--- src/hw/rtl/psh_pkg.sv ---
package psh_pkg;

    // field and register widths
    localparam int ACC_W      = 64;
    localparam int RADIX_W    = 63;
    localparam int BYTE_W     = 8;
    localparam int MODE_W     = 2;
    localparam int HASH_B_W   = 63;
    localparam int CFG_IDX_W  = 2;
    localparam int CFG_DATA_W = 63;

    // iteration counts: two radix bits per multiply step, one bit per reduce step
    localparam int MUL_STEPS  = ACC_W / 2;
    localparam int MOD_STEPS  = ACC_W;
    localparam int CNT_W      = $clog2(MOD_STEPS);

    // register indexes
    localparam logic [CFG_IDX_W-1:0] REG_HASH_MODE = 2'd0;
    localparam logic [CFG_IDX_W-1:0] REG_RADIX     = 2'd1;
    localparam logic [CFG_IDX_W-1:0] REG_MODULUS_A = 2'd2;
    localparam logic [CFG_IDX_W-1:0] REG_MODULUS_B = 2'd3;

    // reset values
    localparam logic [MODE_W-1:0]  RST_HASH_MODE = 2'd1;
    localparam logic [RADIX_W-1:0] RST_RADIX     = 63'd131;
    localparam logic [RADIX_W-1:0] RST_MODULUS_A = 63'd19260817;
    localparam logic [RADIX_W-1:0] RST_MODULUS_B = 63'd19660813;

    // natural overflow result mask
    localparam logic [ACC_W-1:0] MASK31 = 64'h0000_0000_7fff_ffff;

    // hash modes
    localparam logic [MODE_W-1:0] MODE_NATURAL = 2'd0;

    typedef enum logic [2:0] {
        ST_IDLE,
        ST_MUL,
        ST_ADD,
        ST_MOD,
        ST_COMMIT
    } psh_state_t;

    typedef enum logic [2:0] {
        OP_NONE,
        OP_LOAD,
        OP_MUL,
        OP_ADD,
        OP_MOD,
        OP_COMMIT
    } lane_op_t;

    typedef struct packed {
        lane_op_t op;
        logic     load_result;
    } psh_cmd_t;

endpackage

--- src/hw/rtl/psh_lane.sv ---
module psh_lane (
    input  logic                          aclk,
    input  logic                          aresetn,
    input  psh_pkg::lane_op_t             op,
    input  logic                          enable,
    input  logic                          reduce,
    input  logic                          clear,
    input  logic [psh_pkg::RADIX_W-1:0]   radix,
    input  logic [psh_pkg::RADIX_W-1:0]   modulus,
    input  logic [psh_pkg::BYTE_W-1:0]    byte_value,
    output logic [psh_pkg::ACC_W-1:0]     result
);
    import psh_pkg::*;

    logic [ACC_W-1:0]  accum_reg, accum_next;
    logic [ACC_W-1:0]  acc3_reg, acc3_next;
    logic [ACC_W-1:0]  rad_sh_reg, rad_sh_next;
    logic [ACC_W-1:0]  prod_reg, prod_next;
    logic [ACC_W-1:0]  val_reg, val_next;
    logic [ACC_W-1:0]  sh_reg, sh_next;
    logic [ACC_W-1:0]  rem_reg, rem_next;
    logic [BYTE_W-1:0] byte_reg, byte_next;

    logic [ACC_W-1:0] digit_mult;
    logic [ACC_W-1:0] rem_trial;
    logic [ACC_W-1:0] mod_ext;
    logic             use_rem;

    assign mod_ext   = {1'b0, modulus};
    assign rem_trial = {rem_reg[ACC_W-2:0], sh_reg[ACC_W-1]};
    assign use_rem   = reduce && (modulus != '0);
    assign result    = use_rem ? rem_reg : val_reg;

    // partial product for the top two radix bits
    always_comb begin
        case (rad_sh_reg[ACC_W-1:ACC_W-2])
            2'd0:    digit_mult = '0;
            2'd1:    digit_mult = accum_reg;
            2'd2:    digit_mult = {accum_reg[ACC_W-2:0], 1'b0};
            2'd3:    digit_mult = acc3_reg;
            default: digit_mult = '0;
        endcase
    end

    // one step of load, multiply, add, reduce or commit per cycle
    always_comb begin
        accum_next  = accum_reg;
        acc3_next   = acc3_reg;
        rad_sh_next = rad_sh_reg;
        prod_next   = prod_reg;
        val_next    = val_reg;
        sh_next     = sh_reg;
        rem_next    = rem_reg;
        byte_next   = byte_reg;
        case (op)
            OP_LOAD: begin
                byte_next   = byte_value;
                acc3_next   = accum_reg + {accum_reg[ACC_W-2:0], 1'b0};
                rad_sh_next = {1'b0, radix};
                prod_next   = '0;
            end
            OP_MUL: begin
                prod_next   = {prod_reg[ACC_W-3:0], 2'b00} + digit_mult;
                rad_sh_next = {rad_sh_reg[ACC_W-3:0], 2'b00};
            end
            OP_ADD: begin
                val_next = prod_reg + {{(ACC_W-BYTE_W){1'b0}}, byte_reg};
                sh_next  = prod_reg + {{(ACC_W-BYTE_W){1'b0}}, byte_reg};
                rem_next = '0;
            end
            OP_MOD: begin
                // restoring remainder, one dividend bit per step
                rem_next = (rem_trial >= mod_ext) ? (rem_trial - mod_ext) : rem_trial;
                sh_next  = {sh_reg[ACC_W-2:0], 1'b0};
            end
            OP_COMMIT: begin
                if (clear) begin
                    accum_next = '0;
                end else if (enable) begin
                    accum_next = result;
                end
            end
            default: begin
            end
        endcase
    end

    // accumulator clears at reset, the work registers carry payload only
    always_ff @(posedge aclk) begin
        if (!aresetn) begin
            accum_reg <= '0;
        end else begin
            accum_reg <= accum_next;
        end
    end

    always_ff @(posedge aclk) begin
        acc3_reg   <= acc3_next;
        rad_sh_reg <= rad_sh_next;
        prod_reg   <= prod_next;
        val_reg    <= val_next;
        sh_reg     <= sh_next;
        rem_reg    <= rem_next;
        byte_reg   <= byte_next;
    end

endmodule

--- src/hw/rtl/psh_datapath.sv ---
module psh_datapath (
    input  logic                              aclk,
    input  logic                              aresetn,
    input  psh_pkg::psh_cmd_t                 cmd,
    output logic                              last,
    input  logic                              cfg_we,
    input  logic [psh_pkg::CFG_IDX_W-1:0]     cfg_index,
    input  logic [psh_pkg::CFG_DATA_W-1:0]    cfg_wdata,
    input  logic [psh_pkg::BYTE_W-1:0]        byte_value,
    input  logic                              end_of_string,
    output logic [psh_pkg::ACC_W-1:0]         hash_a,
    output logic [psh_pkg::HASH_B_W-1:0]      hash_b
);
    import psh_pkg::*;

    logic [MODE_W-1:0]   hash_mode_reg;
    logic [RADIX_W-1:0]  radix_reg;
    logic [RADIX_W-1:0]  modulus_a_reg;
    logic [RADIX_W-1:0]  modulus_b_reg;
    logic                natural_reg;
    logic                dbl_reg;
    logic                last_reg;
    logic [ACC_W-1:0]    hash_a_reg;
    logic [HASH_B_W-1:0] hash_b_reg;
    logic [ACC_W-1:0]    res_a;
    logic [ACC_W-1:0]    res_b;

    assign last   = last_reg;
    assign hash_a = hash_a_reg;
    assign hash_b = hash_b_reg;

    // configuration registers
    always_ff @(posedge aclk) begin
        if (!aresetn) begin
            hash_mode_reg <= RST_HASH_MODE;
            radix_reg     <= RST_RADIX;
            modulus_a_reg <= RST_MODULUS_A;
            modulus_b_reg <= RST_MODULUS_B;
        end else if (cfg_we) begin
            case (cfg_index)
                REG_HASH_MODE: hash_mode_reg <= cfg_wdata[MODE_W-1:0];
                REG_RADIX:     radix_reg     <= cfg_wdata;
                REG_MODULUS_A: modulus_a_reg <= cfg_wdata;
                REG_MODULUS_B: modulus_b_reg <= cfg_wdata;
                default: begin
                end
            endcase
        end
    end

    // mode and end mark captured with the byte
    always_ff @(posedge aclk) begin
        if (!aresetn) begin
            natural_reg <= 1'b0;
            dbl_reg     <= 1'b0;
            last_reg    <= 1'b0;
        end else if (cmd.op == OP_LOAD) begin
            natural_reg <= (hash_mode_reg == MODE_NATURAL);
            dbl_reg     <= hash_mode_reg[1];
            last_reg    <= end_of_string;
        end
    end

    psh_lane u_lane_a (
        .aclk       (aclk),
        .aresetn    (aresetn),
        .op         (cmd.op),
        .enable     (1'b1),
        .reduce     (!natural_reg),
        .clear      (last_reg),
        .radix      (radix_reg),
        .modulus    (modulus_a_reg),
        .byte_value (byte_value),
        .result     (res_a)
    );

    psh_lane u_lane_b (
        .aclk       (aclk),
        .aresetn    (aresetn),
        .op         (cmd.op),
        .enable     (dbl_reg),
        .reduce     (1'b1),
        .clear      (last_reg),
        .radix      (radix_reg),
        .modulus    (modulus_b_reg),
        .byte_value (byte_value),
        .result     (res_b)
    );

    // result register, loaded when the final byte commits
    always_ff @(posedge aclk) begin
        if (cmd.load_result) begin
            hash_a_reg <= natural_reg ? (res_a & MASK31) : res_a;
            hash_b_reg <= dbl_reg ? res_b[HASH_B_W-1:0] : '0;
        end
    end

endmodule

--- src/hw/rtl/psh_ctrl.sv ---
module psh_ctrl (
    input  logic                aclk,
    input  logic                aresetn,
    input  logic                s_valid,
    output logic                s_ready,
    output logic                m_valid,
    input  logic                m_ready,
    input  logic                last,
    output psh_pkg::psh_cmd_t   cmd
);
    import psh_pkg::*;

    psh_state_t       state_reg, state_next;
    logic [CNT_W-1:0] cnt_reg, cnt_next;
    logic             m_valid_reg, m_valid_next;
    logic             out_full;

    assign s_ready  = (state_reg == ST_IDLE);
    assign m_valid  = m_valid_reg;
    assign out_full = m_valid_reg && !m_ready;

    always_ff @(posedge aclk) begin
        if (!aresetn) begin
            state_reg   <= ST_IDLE;
            cnt_reg     <= '0;
            m_valid_reg <= 1'b0;
        end else begin
            state_reg   <= state_next;
            cnt_reg     <= cnt_next;
            m_valid_reg <= m_valid_next;
        end
    end

    // sequencer: load, multiply steps, add byte, reduce steps, commit
    always_comb begin
        state_next      = state_reg;
        cnt_next        = cnt_reg;
        m_valid_next    = m_valid_reg && !m_ready;
        cmd.op          = OP_NONE;
        cmd.load_result = 1'b0;
        case (state_reg)
            ST_IDLE: begin
                if (s_valid) begin
                    cmd.op     = OP_LOAD;
                    cnt_next   = '0;
                    state_next = ST_MUL;
                end
            end
            ST_MUL: begin
                cmd.op   = OP_MUL;
                cnt_next = cnt_reg + 1'b1;
                if (cnt_reg == CNT_W'(MUL_STEPS - 1)) begin
                    cnt_next   = '0;
                    state_next = ST_ADD;
                end
            end
            ST_ADD: begin
                cmd.op     = OP_ADD;
                state_next = ST_MOD;
            end
            ST_MOD: begin
                cmd.op   = OP_MOD;
                cnt_next = cnt_reg + 1'b1;
                if (cnt_reg == CNT_W'(MOD_STEPS - 1)) begin
                    cnt_next   = '0;
                    state_next = ST_COMMIT;
                end
            end
            ST_COMMIT: begin
                // a final byte waits here until the result register is free
                if (!(last && out_full)) begin
                    cmd.op          = OP_COMMIT;
                    cmd.load_result = last;
                    state_next      = ST_IDLE;
                    if (last) begin
                        m_valid_next = 1'b1;
                    end
                end
            end
            default: begin
                state_next = ST_IDLE;
            end
        endcase
    end

endmodule

--- src/hw/rtl/polynomial_string_hash.sv ---
// channel  | direction | handshake          | payload
// ---------+-----------+--------------------+--------------------------------
// s_       | in        | s_valid / s_ready  | s_byte_value, s_end_of_string
// m_       | out       | m_valid / m_ready  | m_hash_a, m_hash_b
// cfg_     | in        | cfg_we             | cfg_index, cfg_wdata
//
// each byte runs through a load step, 32 multiply steps (two radix bits a
// step), one add of the byte, 64 restoring reduce steps (one bit a step)
// and a commit step before the next byte can be taken
// both accumulators run side by side in their own lanes
// reset (synchronous, active low) clears the accumulators and loads defaults
// a final byte holds in commit while the previous result has not been taken;
// the next byte is taken while a finished result waits in the output register
module polynomial_string_hash (
    input  logic                              aclk,
    input  logic                              aresetn,
    input  logic                              s_valid,
    output logic                              s_ready,
    input  logic [psh_pkg::BYTE_W-1:0]        s_byte_value,
    input  logic                              s_end_of_string,
    output logic                              m_valid,
    input  logic                              m_ready,
    output logic [psh_pkg::ACC_W-1:0]         m_hash_a,
    output logic [psh_pkg::HASH_B_W-1:0]      m_hash_b,
    input  logic                              cfg_we,
    input  logic [psh_pkg::CFG_IDX_W-1:0]     cfg_index,
    input  logic [psh_pkg::CFG_DATA_W-1:0]    cfg_wdata
);
    import psh_pkg::*;

    psh_cmd_t cmd;
    logic     last;

    psh_ctrl u_ctrl (
        .aclk   (aclk),
        .aresetn(aresetn),
        .s_valid(s_valid),
        .s_ready(s_ready),
        .m_valid(m_valid),
        .m_ready(m_ready),
        .last   (last),
        .cmd    (cmd)
    );

    psh_datapath u_datapath (
        .aclk         (aclk),
        .aresetn      (aresetn),
        .cmd          (cmd),
        .last         (last),
        .cfg_we       (cfg_we),
        .cfg_index    (cfg_index),
        .cfg_wdata    (cfg_wdata),
        .byte_value   (s_byte_value),
        .end_of_string(s_end_of_string),
        .hash_a       (m_hash_a),
        .hash_b       (m_hash_b)
    );

endmodule

--- config.mk ---
export PLATFORM = sky130hd
export DESIGN_NAME = polynomial_string_hash
export DESIGN_NICKNAME = d
export VERILOG_FILES = /design/src/hw/rtl/psh_pkg.sv /design/src/hw/rtl/psh_lane.sv /design/src/hw/rtl/psh_datapath.sv /design/src/hw/rtl/psh_ctrl.sv /design/src/hw/rtl/polynomial_string_hash.sv
export SDC_FILE = /design/constraint.sdc
export NUM_CORES = 2
export LEC_CHECK = 0
export ABC_AREA = 0
export BUFFER_PORTS_ARGS = -buffer_cell sky130_fd_sc_hd__buf_4
export CAP_MARGIN = 30
export CORE_UTILIZATION = 35
export CTS_BUF_LIST = sky130_fd_sc_hd__clkbuf_8
export DETAILED_ROUTE_END_ITERATION = 10
export SLEW_MARGIN = 20
export SYNTH_ARGS = -nofsm -noshare
export SYNTH_HDL_FRONTEND = slang
export SYNTH_SLANG_ARGS = --single-unit
--- constraint.sdc ---
create_clock -name aclk -period 17.1 [get_ports aclk]
set_clock_uncertainty 0.1 [all_clocks]
set_input_delay 1.71 -clock aclk [delete_from_list [all_inputs] [get_ports aclk]]
set_output_delay 1.71 -clock aclk [all_outputs]
set_load 0.02 [all_outputs]
== Word level (Yosys, flattened, before mapping) ==
Cells that the tools add are included.

* Word-level logic and storage cells: 119
* Output and inout port bits: 129
* Bits of input ports: 79
* Bits in registers: 1,235

* Reductions and logical operators: 23
* Add/sub/neg operators: 9
* Muxes and demuxes: 33
* Magnitude comparators: 2
* Equal/unequal tests: 24

{| class="wikitable"
|+ Operators with widths
! operator !! count
|-
| $pmux W64 S2 || 8
|-
| $pmux W64 S4 || 2
|-
| $mux W64 || 7
|-
| $add A64 B64 Y64 || 4
|-
| $add A64 B8 Y64 || 2
|-
| $ge A64 B63 Y1 || 2
|-
| $sub A64 B63 Y64 || 2
|-
| $reduce_bool A63 Y1 || 2
|-
| $pmux W3 S5 || 2
|-
| $mux W6 || 3
|-
| $pmux W6 S3 || 1
|-
| $eq A2 B2 Y1 const B || 6
|-
| $eq A3 B2 Y1 const B || 4
|-
| $mux W3 || 4
|-
| $reduce_and A2 Y1 || 6
|-
| $eq A3 B3 Y1 const B || 3
|-
| $logic_not A2 Y1 || 4
|-
| $add A6 B1 Y6 const B || 1
|-
| $eq A2 B1 Y1 const B || 3
|-
| $eq A3 B1 Y1 const B || 2
|-
| $eq A6 B5 Y1 const B || 1
|-
| $eq A6 B6 Y1 const B || 1
|-
| $reduce_bool A2 Y1 || 3
|-
| $mux W1 || 5
|-
| other kinds (8) || 13
|}

== Longest topological paths before layout ==
* Depth in word-level cells: 7
* Depth in mapped cells: 19
* Depth with buffers taken out: 16

== Cells and area by module ==
Synthesis repeated with hierarchy kept, for this count alone.

* Cell total of the unflattened synthesis: 7,583
* Area total of the unflattened synthesis: 75,139.6 µm²

{| class="wikitable"
|+ By module, submodules not included
! module !! times used !! area each (µm²) !! cells an instance !! seq. area each (µm²)
|-
| psh_lane at u_datapath.u_lane_a || 1 || 31,589.0 || 3,301 || 13,052.5
|-
| psh_lane at u_datapath.u_lane_b || 1 || 31,204.9 || 3,255 || 13,052.5
|-
| psh_datapath || 1 || 11,758.8 || 959 || 7,697.4
|-
| psh_ctrl || 1 || 586.8 || 68 || 200.2
|}

== Worst setup path before layout ==
Ideal clock, no wire load.

* Kind: reg-to-reg
* Start: reg u_ctrl.state_reg[1]
* End: reg u_datapath.u_lane_a.val_reg[0], enable pin
* Path buffers: 1
* Data arrival time: 17,601 ps
* Cell stages (with the launch flop): 4
* Period minus slack after synthesis: 18,334 ps
* Required time: 16,367 ps
* Path slack: -1,234 ps
* Library setup time: 633 ps
* Cells stage by stage: dfxtp_1 -> clkbuf_1 -> nor2b_1 -> nor2b_1

* Cells in the longest elaborated chain, start to end: 3
* Elaborated cells between the ends (all ways): 7
* Those cells by class: eq/ne: 5; mux: 1; reduce/logical: 1

{| class="wikitable"
|+ RTL lines
! element !! line !! text
|-
| start, declared || psh_ctrl.sv:13 || <nowiki>psh_state_t state_reg, state_next;</nowiki>
|-
| start signal, assigned || psh_ctrl.sv:28 || <nowiki>state_reg <= state_next;</nowiki>
|-
| $eq A3 B3 Y1 (tied with other cells) || psh_ctrl.sv:41 || <nowiki>case (state_reg)</nowiki>
|-
| $pmux W3 S5 * || psh_ctrl.sv:41 ||
|-
| $eq A3 B2 Y1 * || psh_lane.sv:55 || <nowiki>case (op)</nowiki>
|-
| end signal, assigned || psh_lane.sv:101 || <nowiki>val_reg <= val_next;</nowiki>
|-
| end, declared || psh_lane.sv:19 || <nowiki>logic [ACC_W-1:0] val_reg, val_next;</nowiki>
|}

Every way passes the cells marked *; elsewhere a longest branch is shown, timed or not.
A chain may end at the register's enable or synchronous reset.

==> impl_metrics.env <==
export IMPL_post_drt_wl_per_cell_um=22.0
export IMPL_synth_cells=7542
export IMPL_timing_final_crit_period_ns=6.06
export IMPL_grt_pass1_vias=55800
export IMPL_detail_route_first_pass_iterations=6
export IMPL_ys_seq_elements=1171
export IMPL_portBuffers=207
export IMPL_powerDensity_mw_per_mm2=103
export IMPL_cts_hold_buf=0
export IMPL_cts_tree="done"
export IMPL_synth_area_mm2=0.0722
export IMPL_cp_max_fo=64
export IMPL_crit_type="reg -> reg"
export IMPL_postRouteAntennaNets=0
export IMPL_yosys_area_top_type="edfxtp_1"
export IMPL_rows=166
export IMPL_place_area_mm2=0.0761
export IMPL_vias=57600
export IMPL_grt_start_max_net_pins=161
export IMPL_core_area_mm2=0.205
export IMPL_fp_dieW_um=456
export IMPL_io_pins=208
export IMPL_fmaxAchievable_mhz=165
export IMPL_initial_utilization_pct=35.2
export IMPL_fin_area_mm2=0.0805
export IMPL_hold_viol_final=0
export IMPL_synthFlopType="edfxtp_1"
export IMPL_final_common_cell="nand2_1"
export IMPL_viasPerCell=5.49
export IMPL_grt_pass1_wl_mm=347
export IMPL_cp_arrival_ns=6.68
export IMPL_yosysWarningCount=0
export IMPL_required_ns=17.72
export IMPL_drv_cap=0
export IMPL_grt_usage_pct=21.5
export IMPL_relSlewSlack_pct=24.5
export IMPL_p_leak_nw=30.9
export IMPL_final_layout_size_suffix_gt1_share_pct=11.7
export IMPL_gp_congestion=0.928
export IMPL_worstMarginPinSlew_ns=1.13
export IMPL_start_kind="flip-flop"
export IMPL_layout_common_cells="1045 x nand2_1, 839 x edfxtp_1, 497 x nor2_1"
export IMPL_finalPower_mw=8.31
export IMPL_ir_worst_vdd_mv=0.0967
export IMPL_rsz0062_at_grt="false"
export IMPL_cts_buffer_depth=3
export IMPL_finalCritPeriodShare_pct=35.4
export IMPL_critPathCaptureType="flip-flop"
export IMPL_drc_errors=0
export IMPL_synth_area_leaders="edfxtp_1 35%, dfxtp_1 9.2%, ha_1 6.7%"
export IMPL_synth_edf_count=839
export IMPL_syn2layout_area_growth_pct=11.5
export IMPL_status="completed"
export IMPL_clk_pin_slew_ns=0.07
export IMPL_finalSetupTns_ns=0
export IMPL_insertion_delay_ns=1.00
export IMPL_reg2reg_depth=19
export IMPL_drtIter0Drc=5043
export IMPL_clock_sinks=1171
export IMPL_cts_setup_buffers=0
export IMPL_post_cts_resized=0
export IMPL_die_h_um=456
export IMPL_cts_htree_levels=4
export IMPL_finalMaxSlewViolations=0
export IMPL_seq_area_frac_synth_pct=44.1
export IMPL_hold_class="reg -> reg"
export IMPL_root_buffer="clkbuf_8"
export IMPL_synth_top_area_share_pct=34.9
export IMPL_synth_cell_types=90
export IMPL_avgSynthCellArea_um2=9.57
export IMPL_grt_ovfl_total=0
export IMPL_finalSetupViolations=0
export IMPL_antenna_found_initial=11
export IMPL_final_nets=8068
export IMPL_cts_buffers=209
export IMPL_dp_hpwl_mm=175
export IMPL_syn_num_nets=8018
export IMPL_dieArea_mm2=0.208
export IMPL_async_reset_ff_share_pct=0
export IMPL_whs_path_depth=2
export IMPL_routed_wl_mm=230
## cell usage after synthesis, types with 104 or more instances
master / instances
dfxtp_1: 332
a21o_1: 210
nand4_1: 157
edfxtp_1: 839
nor2_1: 501
inv_1: 268
a22oi_1: 104
mux2i_1: 148
clkbuf_1: 401
nand3_1: 159
xor2_1: 145
xnor2_1: 294
nand2_1: 1047
ha_1: 389
a21boi_0: 192
a21oi_1: 481
o21ai_0: 315
mux2_2: 252
nor2b_1: 212
a22o_1: 120
## worst max-delay path: stages (launching register included)
cell       delay [ns]
edfxtp_1         0.38
buf_4            0.24
nor2b_4          0.13
buf_4            0.52
buf_4            0.64
a22o_1           0.25
ha_1             0.19
inv_1            0.07
fa_1             0.43
nand2b_1         0.19
a211o_1          0.32
a2111oi_2        0.53
o21ai_0          0.18
buf_4            0.19
a211oi_1         0.30
a21oi_1          0.23
o31ai_1          0.46
a31oi_1          0.16
xor2_1           0.17
nor2_1           0.05
## cell families (layout without fill, tap and decap cells)
logic type                 Yosys count  in the layout  synth area share [%]
AOI/OAI and AO/OA                 1932           1932                  17.8
DFF                               1171           1171                  44.1
xor gates and xnor gates           440            440                  5.35
other                                0              8                     0
muxes                              401            401                  6.00
adders and majority gates          397            397                  6.97
and+or+nand+nor                   2499           2499                  16.0
buffers and inverters              702            940                  3.71
## metrics by stage
| stage | instances | hold WS, ns | utilization [%] | worst slack [ns] |
|---|---|---|---|---|
| 2_1_floorplan | 7542 | 0.332 | - | 3.49 |
| 3_3_place_gp | 10100 | 0.344 | 37.1 | 11.02 |
| 3_5_place_dp | 10100 | 0.350 | 37.2 | 11.00 |
| 4_1_cts | 10500 | 0.365 | 39.3 | 11.00 |
| 5_1_grt | 10500 | 0.386 | 39.3 | 10.64 |
| 6_report | 10500 | 0.361 | 39.3 | 11.04 |
## area by class of cell
| type | count | area, um2 |
|---|---|---|
| multi-input cells | 5669 | 37800 |
| fillers | 20200 | 124000 |
| well taps | 2688 | 3360 |
| flip-flops and latches | 1171 | 31800 |
| diodes | 8 | 20.0 |
| inverters | 269 | 1010 |
| repair buffers | 272 | 2110 |
| clock inverters | 162 | 1080 |
| clock buffers | 237 | 3260 |
## path summary, 6_finish.rpt
check / from / to / slack (ns)
worst max-delay path: u_datapath.u_lane_a.rad_sh_reg[62] / u_datapath.u_lane_b.prod_reg[60] / 11.04
worst min-delay path: u_datapath.radix_reg[1] / u_datapath.radix_reg[1] / 0.36
worst max register to register: u_datapath.u_lane_a.rad_sh_reg[62] / u_datapath.u_lane_b.prod_reg[60] / 11.04
worst min register to register: u_datapath.radix_reg[1] / u_datapath.radix_reg[1] / 0.36
## routing by layer
layer	global-route usage (%)	share of wire, %
met1	28.1	44
met2	35.7	47
met3	2.75	4.6
met4	9.52	4.4
met5	0	0
## power breakdown
| part | total (mW) | switching, mW | leakage (nW) | internal [mW] |
|---|---|---|---|---|
| Clock | 2.74 | 1.28 | 2.49 | 1.45 |
| Combinational | 1.90 | 1.21 | 17.8 | 0.689 |
| Sequential | 3.67 | 0.222 | 10.6 | 3.45 |
| Total | 8.31 | 2.71 | 30.9 | 5.59 |
No activity file was read; power rests on OpenSTA's default activity.
